File: config.mk
export PLATFORM = sky130hd
export DESIGN_NAME = sct_ctrl
export DESIGN_NICKNAME = d
export VERILOG_FILES = /design/src/hdl/sct_pkg.sv /design/src/hdl/sct_ctrl.sv
export SDC_FILE = /design/constraint.sdc
export NUM_CORES = 1
export LEC_CHECK = 0
export ABC_AREA = 1
export BUFFER_PORTS_ARGS = -buffer_cell sky130_fd_sc_hd__buf_2
export CORE_AREA = 5 5 239 241
export CTS_CLUSTER_DIAMETER = 120
export DETAILED_ROUTE_END_ITERATION = 10
export DIE_AREA = 0 0 244 246
export GPL_TIMING_DRIVEN = 0
export PLACE_DENSITY = 0.76
export REMOVE_ABC_BUFFERS = 1
export SYNTH_ARGS = -nofsm -noshare
export SYNTH_HDL_FRONTEND = slang
export SYNTH_SLANG_ARGS = --single-unit
File: constraint.sdc
create_clock -name clk -period 7.77 [get_ports clk]
set_input_delay 1.554 -clock clk [delete_from_list [all_inputs] [get_ports clk]]
set_output_delay 1.554 -clock clk [all_outputs]
set_load 0.005 [all_outputs]
File: src/hdl/sct_pkg.sv
// ----------------------------------------------------------------------------
// sct_pkg
// Shared types and constants for the sparse column-to-row transpose block.
// ----------------------------------------------------------------------------
package sct_pkg;

    localparam int MAX_ROWS     = 256;
    localparam int MAX_COLS     = 256;
    localparam int MAX_NZ       = 1024;
    localparam int ROW_W        = 8;
    localparam int COL_W        = 8;
    localparam int NZ_AW        = 10;
    localparam int CNT_W        = 11;
    localparam int DIM_W        = 9;
    localparam int VAL_W        = 64;
    localparam int RS_DEPTH     = MAX_ROWS + 1;
    localparam int RS_AW        = 9;

    typedef enum logic [2:0] {
        REQ_CLEAR      = 3'd0,
        REQ_APPEND     = 3'd1,
        REQ_FINISH     = 3'd2,
        REQ_READ_PTR   = 3'd3,
        REQ_READ_ENTRY = 3'd4
    } req_t;

    typedef enum logic [2:0] {
        STS_OK       = 3'd0,
        STS_FULL     = 3'd1,
        STS_COL_BAD  = 3'd2,
        STS_ROW_BAD  = 3'd3,
        STS_READ_BAD = 3'd4
    } status_t;

    typedef enum logic [1:0] {
        RK_NONE,
        RK_PTR,
        RK_ENTRY
    } resp_kind_t;

    typedef enum logic [3:0] {
        ST_IDLE,
        ST_APP_WR,
        ST_PS_RD,
        ST_PS_WR,
        ST_PS_END,
        ST_SC_SRC,
        ST_SC_CUR,
        ST_SC_WR,
        ST_RESP
    } state_t;

    localparam logic [1:0] CFG_NUM_ROWS = 2'd0;
    localparam logic [1:0] CFG_NUM_COLS = 2'd1;

    typedef struct packed {
        logic               cnt_rd_en;
        logic               cnt_we;
        logic [ROW_W-1:0]   cnt_addr;
        logic [CNT_W-1:0]   cnt_wdata;
        logic               src_rd_en;
        logic               src_we;
        logic [NZ_AW-1:0]   src_addr;
        logic [ROW_W-1:0]   src_row;
        logic [COL_W-1:0]   src_col;
        logic [VAL_W-1:0]   src_val;
        logic               rs_rd_en;
        logic               rs_we;
        logic [RS_AW-1:0]   rs_addr;
        logic [CNT_W-1:0]   rs_wdata;
        logic               cur_rd_en;
        logic               cur_we;
        logic [ROW_W-1:0]   cur_addr;
        logic [CNT_W-1:0]   cur_wdata;
        logic               dst_rd_en;
        logic               dst_we;
        logic [NZ_AW-1:0]   dst_addr;
        logic [COL_W-1:0]   dst_col;
        logic [VAL_W-1:0]   dst_val;
    } mem_ctl_t;

    typedef struct packed {
        logic [CNT_W-1:0]   cnt_rd;
        logic [ROW_W-1:0]   src_row_rd;
        logic [COL_W-1:0]   src_col_rd;
        logic [VAL_W-1:0]   src_val_rd;
        logic [CNT_W-1:0]   rs_rd;
        logic [CNT_W-1:0]   cur_rd;
        logic [COL_W-1:0]   dst_col_rd;
        logic [VAL_W-1:0]   dst_val_rd;
    } mem_rd_t;

    typedef struct packed {
        logic [VAL_W-1:0]   value;
        logic [COL_W-1:0]   column;
        logic [CNT_W-1:0]   row_pointer;
        logic [2:0]         status;
    } result_t;

endpackage

File: src/hdl/sct_ctrl.sv
// ----------------------------------------------------------------------------
// sct_ctrl
// Request sequencer: append checks, row count updates, prefix sum, scatter
// and the result register.
// ----------------------------------------------------------------------------
module sct_ctrl
    import sct_pkg::*;
(
    input  logic             clk,
    input  logic             rst_n,
    input  logic [DIM_W-1:0] eff_rows,
    input  logic [DIM_W-1:0] eff_cols,
    input  logic             in_valid,
    output logic             in_ready,
    input  logic [2:0]       in_req,
    input  logic [ROW_W-1:0] in_row,
    input  logic [COL_W-1:0] in_col,
    input  logic [VAL_W-1:0] in_val,
    input  logic [CNT_W-1:0] in_ridx,
    output logic             out_valid,
    input  logic             out_ready,
    output result_t          out_res,
    output mem_ctl_t         mem_ctl,
    input  mem_rd_t          mem_rd
);

    state_t               state_reg, state_next;
    logic [ROW_W-1:0]     row_reg, row_next;
    logic [COL_W-1:0]     col_reg, col_next;
    logic [CNT_W-1:0]     entry_count_reg, entry_count_next;
    logic [COL_W-1:0]     last_col_reg, last_col_next;
    logic                 done_reg, done_next;
    logic [MAX_ROWS-1:0]  cnt_valid_reg, cnt_valid_next;
    logic [ROW_W-1:0]     r_reg, r_next;
    logic [CNT_W-1:0]     sum_reg, sum_next;
    logic [CNT_W-1:0]     k_reg, k_next;
    status_t              status_reg, status_next;
    resp_kind_t           kind_reg, kind_next;
    logic                 out_valid_reg, out_valid_next;
    result_t              res_reg, res_next;

    logic                 out_free;
    logic                 accept;
    logic                 append_ok;
    status_t              append_sts;
    logic [CNT_W-1:0]     cnt_cur;
    logic [CNT_W-1:0]     k_inc;

    assign out_free  = !out_valid_reg || out_ready;
    assign in_ready  = (state_reg == ST_IDLE);
    assign accept    = in_valid && in_ready;
    assign out_valid = out_valid_reg;
    assign out_res   = res_reg;
    assign k_inc     = k_reg + CNT_W'(1);
    // count read back for the row being updated or summed
    assign cnt_cur   = cnt_valid_reg[(state_reg == ST_PS_WR) ? r_reg : row_reg] ?
                       mem_rd.cnt_rd : '0;

    // append checks run in priority order
    always_comb
    begin
        append_ok  = 1'b0;
        append_sts = STS_OK;
        priority if (done_reg)
            append_sts = STS_READ_BAD;
        else if (entry_count_reg == CNT_W'(MAX_NZ))
            append_sts = STS_FULL;
        else if ({1'b0, in_col} >= eff_cols || in_col < last_col_reg)
            append_sts = STS_COL_BAD;
        else if ({1'b0, in_row} >= eff_rows)
            append_sts = STS_ROW_BAD;
        else
            append_ok = 1'b1;
    end

    always_comb
    begin
        state_next = state_reg;
        unique case (state_reg)
            ST_IDLE:
            begin
                if (in_valid)
                begin
                    if (in_req == REQ_APPEND && append_ok)
                        state_next = ST_APP_WR;
                    else if (in_req == REQ_FINISH)
                        state_next = ST_PS_RD;
                    else
                        state_next = ST_RESP;
                end
            end
            ST_APP_WR: state_next = ST_RESP;
            ST_PS_RD:  state_next = ST_PS_WR;
            ST_PS_WR:  state_next = (r_reg == ROW_W'(MAX_ROWS - 1)) ? ST_PS_END : ST_PS_RD;
            ST_PS_END: state_next = (entry_count_reg == '0) ? ST_RESP : ST_SC_SRC;
            ST_SC_SRC: state_next = ST_SC_CUR;
            ST_SC_CUR: state_next = ST_SC_WR;
            ST_SC_WR:  state_next = (k_inc == entry_count_reg) ? ST_RESP : ST_SC_SRC;
            ST_RESP:   state_next = out_free ? ST_IDLE : ST_RESP;
            default:   state_next = ST_IDLE;
        endcase
    end

    always_comb
    begin
        row_next         = row_reg;
        col_next         = col_reg;
        entry_count_next = entry_count_reg;
        last_col_next    = last_col_reg;
        done_next        = done_reg;
        cnt_valid_next   = cnt_valid_reg;
        r_next           = r_reg;
        sum_next         = sum_reg;
        k_next           = k_reg;
        status_next      = status_reg;
        kind_next        = kind_reg;
        out_valid_next   = out_valid_reg;
        res_next         = res_reg;
        mem_ctl          = '0;

        if (out_valid_reg && out_ready)
            out_valid_next = 1'b0;

        unique case (state_reg)
            ST_IDLE:
            begin
                row_next    = in_row;
                col_next    = in_col;
                kind_next   = RK_NONE;
                status_next = STS_OK;
                mem_ctl.cnt_addr = in_row;
                if (accept)
                begin
                    unique case (in_req)
                        REQ_CLEAR:
                        begin
                            entry_count_next = '0;
                            last_col_next    = '0;
                            done_next        = 1'b0;
                            cnt_valid_next   = '0;
                        end
                        REQ_APPEND:
                        begin
                            status_next = append_sts;
                            if (append_ok)
                            begin
                                mem_ctl.src_we    = 1'b1;
                                mem_ctl.src_addr  = entry_count_reg[NZ_AW-1:0];
                                mem_ctl.src_row   = in_row;
                                mem_ctl.src_col   = in_col;
                                mem_ctl.src_val   = in_val;
                                mem_ctl.cnt_rd_en = 1'b1;
                            end
                        end
                        REQ_FINISH:
                        begin
                            r_next   = '0;
                            sum_next = '0;
                        end
                        REQ_READ_PTR:
                        begin
                            if (!done_reg || in_ridx > {2'b00, eff_rows})
                                status_next = STS_READ_BAD;
                            else
                            begin
                                kind_next        = RK_PTR;
                                mem_ctl.rs_rd_en = 1'b1;
                                mem_ctl.rs_addr  = in_ridx[RS_AW-1:0];
                            end
                        end
                        REQ_READ_ENTRY:
                        begin
                            if (!done_reg || in_ridx >= entry_count_reg)
                                status_next = STS_READ_BAD;
                            else
                            begin
                                kind_next         = RK_ENTRY;
                                mem_ctl.dst_rd_en = 1'b1;
                                mem_ctl.dst_addr  = in_ridx[NZ_AW-1:0];
                            end
                        end
                        default: status_next = STS_READ_BAD;
                    endcase
                end
            end
            ST_APP_WR:
            begin
                mem_ctl.cnt_addr       = row_reg;
                mem_ctl.cnt_we         = 1'b1;
                mem_ctl.cnt_wdata      = cnt_cur + CNT_W'(1);
                cnt_valid_next[row_reg] = 1'b1;
                last_col_next          = col_reg;
                entry_count_next       = entry_count_reg + CNT_W'(1);
            end
            ST_PS_RD:
            begin
                mem_ctl.cnt_rd_en = 1'b1;
                mem_ctl.cnt_addr  = r_reg;
            end
            ST_PS_WR:
            begin
                mem_ctl.cnt_addr  = r_reg;
                mem_ctl.rs_we     = 1'b1;
                mem_ctl.rs_addr   = {1'b0, r_reg};
                mem_ctl.rs_wdata  = sum_reg;
                mem_ctl.cur_we    = 1'b1;
                mem_ctl.cur_addr  = r_reg;
                mem_ctl.cur_wdata = sum_reg;
                sum_next          = sum_reg + cnt_cur;
                r_next            = r_reg + ROW_W'(1);
            end
            ST_PS_END:
            begin
                // closing pointer holds the total count
                mem_ctl.rs_we    = 1'b1;
                mem_ctl.rs_addr  = RS_AW'(MAX_ROWS);
                mem_ctl.rs_wdata = sum_reg;
                k_next           = '0;
                done_next        = 1'b1;
            end
            ST_SC_SRC:
            begin
                mem_ctl.src_rd_en = 1'b1;
                mem_ctl.src_addr  = k_reg[NZ_AW-1:0];
            end
            ST_SC_CUR:
            begin
                mem_ctl.cur_rd_en = 1'b1;
                mem_ctl.cur_addr  = mem_rd.src_row_rd;
            end
            ST_SC_WR:
            begin
                // place entry at the row cursor, then advance the cursor
                mem_ctl.dst_we    = 1'b1;
                mem_ctl.dst_addr  = mem_rd.cur_rd[NZ_AW-1:0];
                mem_ctl.dst_col   = mem_rd.src_col_rd;
                mem_ctl.dst_val   = mem_rd.src_val_rd;
                mem_ctl.cur_we    = 1'b1;
                mem_ctl.cur_addr  = mem_rd.src_row_rd;
                mem_ctl.cur_wdata = mem_rd.cur_rd + CNT_W'(1);
                k_next            = k_inc;
            end
            ST_RESP:
            begin
                if (out_free)
                begin
                    out_valid_next       = 1'b1;
                    res_next.status      = status_reg;
                    res_next.row_pointer = (kind_reg == RK_PTR) ? mem_rd.rs_rd : '0;
                    res_next.column      = (kind_reg == RK_ENTRY) ? mem_rd.dst_col_rd : '0;
                    res_next.value       = (kind_reg == RK_ENTRY) ? mem_rd.dst_val_rd : '0;
                end
            end
            default: ;
        endcase
    end

    always_ff @(posedge clk or negedge rst_n)
    begin
        if (!rst_n)
        begin
            state_reg       <= ST_IDLE;
            entry_count_reg <= '0;
            last_col_reg    <= '0;
            done_reg        <= 1'b0;
            cnt_valid_reg   <= '0;
            out_valid_reg   <= 1'b0;
            r_reg           <= '0;
            sum_reg         <= '0;
            k_reg           <= '0;
            status_reg      <= STS_OK;
            kind_reg        <= RK_NONE;
        end
        else
        begin
            state_reg       <= state_next;
            entry_count_reg <= entry_count_next;
            last_col_reg    <= last_col_next;
            done_reg        <= done_next;
            cnt_valid_reg   <= cnt_valid_next;
            out_valid_reg   <= out_valid_next;
            r_reg           <= r_next;
            sum_reg         <= sum_next;
            k_reg           <= k_next;
            status_reg      <= status_next;
            kind_reg        <= kind_next;
        end
    end

    always_ff @(posedge clk)
    begin
        row_reg <= row_next;
        col_reg <= col_next;
        res_reg <= res_next;
    end

    a_count_bound: assert property (@(posedge clk) disable iff (!rst_n)
        entry_count_reg <= CNT_W'(MAX_NZ))
        else $error("entry count beyond store depth");

    a_done_source: assert property (@(posedge clk) disable iff (!rst_n)
        $rose(done_reg) |-> $past(state_reg == ST_PS_END))
        else $error("done set outside finish");

    a_append_legal: assert property (@(posedge clk) disable iff (!rst_n)
        (state_reg == ST_APP_WR) |-> (!done_reg && entry_count_reg < CNT_W'(MAX_NZ)))
        else $error("append committed while not allowed");

    a_scatter_bound: assert property (@(posedge clk) disable iff (!rst_n)
        (state_reg == ST_SC_WR) |=> (k_reg <= entry_count_reg))
        else $error("scatter ran past entry count");

endmodule

==> key figures <==
Run status
  • Result of the run: finished with violations
  • Violations in the final reports: capacitance limit, slew limit

STA
  • Final hold viol count: 0
  • Final critical-path share of the clock period: 97.0%
  • Setup violations, final: 0
  • Worst setup margin: 0.236 ns
  • Slew at the pin closest to its max-slew limit: 1.51 ns
  • Setup tns final: 0 ns
  • Clock tree skew after final layout: 0.0226 ns
  • Highest attainable clock frequency: 133 MHz
  • Setup repair after global routing missed its margin: no
  • Worst relative slew slack: -0.816%
  • Max-slew violations: 15
  • Crit path time final: 7.53 ns

Synthesis
  • Cell with the most instances after synthesis: inv_1
  • Top flip-flop cell by instance count after synthesis: dfrtp_1
  • Most instantiated cells after synthesis: 660 x inv_1, 627 x nand2_1, 412 x nor2_1, 316 x dfrtp_1, 304 x a21oi_1
  • Post-synth top area cell: dfrtp_1
  • Mean area per synthesized cell: 7.37 um^2
  • Sequential fraction of the synthesis area: 46.9%
  • Instance count of the mapped netlist: 3172
  • Count of yosys warnings during synthesis: 0
  • Number of distinct library cell variants in the gate-level netlist after synthesis: 53
  • Number of flops mapped to enable cells by yosys: 102
  • Fraction of post-synthesis cell area in the top cell type by area: 33.8%
  • Register bit total from synthesis: 418
  • Top area cells in the synthesized netlist: dfrtp_1 34%, edfxtp_1 13%, inv_1 11%, nand2_1 10%, nor2_1 6.6%
  • Async set-reset flop share out of synthesis: 75.6%
  • Post-synthesis instance area: 0.0234 mm^2

Finish
  • Flip-flop count of the largest register, all copies and words added: 256
  • Share of final-layout standard cells stronger than drive strength 1: 20.6%
  • Post-route cell area: 0.0290 mm^2
  • Layout fillers: 5345
  • Number of nets in the finished design: 4089
  • Syn-to-layout area delta: 23.9%
  • Non-filler cells, final: 4481

Drt
  • Total wire length: 104000 um
  • DR iter-0 viols: 2895
  • Drt wl/cell: 23.2 um
  • Number of nets with antenna violations after routing: 0
  • Vias per std cell: 5.35
  • Drt drc: 0
  • Count of vias placed by the detailed router: 24000
  • Count of TritonRoute iterations in the first routing pass: 6

Die
  • Die span in y: 246 um
  • DIE AREA: 0.0600 mm^2
  • Initial Utilization: 42.8%
  • Row cnt: 86
  • Core outline area: 0.0547 mm^2
  • Num ports: 629
  • Die outline width: 244 um

Power
  • Peak VDD IR: 0.161 mV
  • Power per Cell Area: 329 mW/mm^2
  • Leakage power total: 15.1 nW

Placement
  • Total half-perimeter wirelength after legalization and detailed placement: 79900 um
  • Count of port buffers added during placement: 628
  • Placed cell area: 0.0273 mm^2
  • Total instance count after detailed placement: 4381
  • Final GP Congestion: 1.04
  • Setup slack at placement: 0.501 ns

Clock network
  • Num Clock Sinks: 418
  • Clock tree from TritonCTS: yes
  • Master cell of the clock root buffer: clkbuf_16
  • Bufs on Longest Clock Path: 3
  • Num CTS Buffers: 46
  • Clock transition at the registers of the reported paths: 0.06 ns
  • Number of buffers inserted by post-CTS setup repair: 0
  • CTS H-tree depth: 2
  • Clock latency reported for the late side of the worst-skew pair: 0.60 ns

Critical path
  • Kind of critical path: flop to output pin
  • Number of cells traversed by the worst register-to-register path: 35
  • Critical Path Source: state_reg[1]
  • Critical Path Start Type: flop
  • End of the worst register-to-register path: sum_reg[10]
  • Critical register-to-register path startpoint: state_reg[1]
  • Critical path required time: 6.22 ns
  • Critical Path Sink Type: output pin
  • Data arrival time of the critical path: 5.98 ns
  • Crit path max fanout: 19
  • Register-to-register setup slack: 1.04 ns

Worst hold path
  • Path type of the worst min-delay path: flop to flop
  • Hold-critical path endpoint: last_col_reg[3]
  • Worst Hold Depth: 2
  • Hold path start: col_reg[3]

GRT
  • Overflow left after global routing: 0
  • All-Layer GR Usage: 33.5%
  • Antenna violations before repair: 30
  • First-pass GRT wire length: 150000 um
  • Number of global-route vias before repair: 22900
  • Pin count of the biggest net entering global routing: 147

Flow run
  • Max-cap check violation count: 1
[through the flow]
step	utilization [%]	hold slack (ns)	power [W]
floorplan	-	0.425	0.00583
global placement	49.0	0.435	0.00701
detailed placement	50.0	0.447	0.00716
CTS	52.9	0.460	0.00947
global route	53.0	0.496	0.0101
finish	53.0	0.458	0.00952
[worst max path at each step]
stage / endpoint / depth (start not counted) / slack, ns
after floorplan: entry_count_reg[10] / 16 / -0.70
after global placement: cnt_valid_reg[109] / 11 / -7.41
after global routing: mem_ctl[229] / 23 / 0.03
after detailed placement: mem_ctl[227] / 23 / 0.50
final: mem_ctl[227] / 23 / 0.24
after CTS: mem_ctl[227] / 23 / 0.11
[layout by cell type, fill, tap and decap left out, drive strengths merged, types with 26 or more instances in the layout]
master  netlist  routed
nand3       300     300
edfxtp      102     102
nand2       635     635
ha           59      59
inv         664     665
nor3         26      26
buf          48     650
nor2        422     422
a21oi       305     305
clkbuf       95      72
dfrtp       316     316
o22ai        27      27
o21ai        92      92
[power by group]
group	switching (W)	total, W	internal (W)
combinational	0.00230	0.00354	0.00124
sequential	0.000473	0.00369	0.00321
clock	0.000951	0.00230	0.00135
total	0.00372	0.00952	0.00580
[repair_timing]
action	CTS	global route
setup endpoints to repair	4	5
gates cloned	1	0
hold buffers	0	0
gates resized for setup	2	1
[metal layers]
metal  vias up  global-route usage [%]  wire length, um
li1      11000                       -                -
met1     11200                    38.9            36500
met2      1400                    53.3            47000
met3       335                    8.82            10600
met4        18                    25.7             9880
met5         -                       0              121
[worst max-delay path, stage by stage (launching register included)]
cell	delay, ns
dfrtp_2	0.59
nand2_2	0.17
nor2_4	0.48
nand2_1	0.42
o21ai_4	0.41
buf_16	0.25
clkinvlp_4	0.45
nand3_1	0.24
nand3_1	0.15
nand3_1	0.16
nand3_1	0.11
nand3_1	0.13
nand3_1	0.10
nand2_2	0.47
inv_1	0.09
nand2_1	0.12
inv_1	0.08
ha_1	0.23
nand3_1	0.20
inv_1	0.12
nand3_1	0.09
nand2_1	0.05
nor2_1	0.11
buf_2	0.12
[cell type report]
| cell class | instances | area, um^2 | share of cell area [%] |
|---|---|---|---|
| Sequential cell | 418 | 11000 | 37.9 |
| Multi-Input combinational cell | 1944 | 9370 | 32.3 |
| Timing Repair inverter | 1 | 7.51 | 0.0259 |
| Inverter | 667 | 2520 | 8.69 |
| Timing Repair Buffer | 650 | 3610 | 12.5 |
| Clock buffer | 72 | 1400 | 4.83 |
| Tap cell | 704 | 881 | 3.04 |
| Clock inverter | 12 | 180 | 0.622 |
| Antenna cell | 13 | 32.5 | 0.112 |
[logic make-up (layout without fill, tap and decap cells)]
kind of cell,after synthesis,count (layout),synth area share [%]
adders and majority gates,60,60,3.24
AOI/OAI and AO/OA,471,471,11.1
other,0,13,0
buffers and inverters,810,1402,13.4
and+or+nand+nor,1401,1401,24.9
DFF,418,418,46.9
xor gates and xnor gates,12,12,0.449
Power figures use the tool's default switching activity.
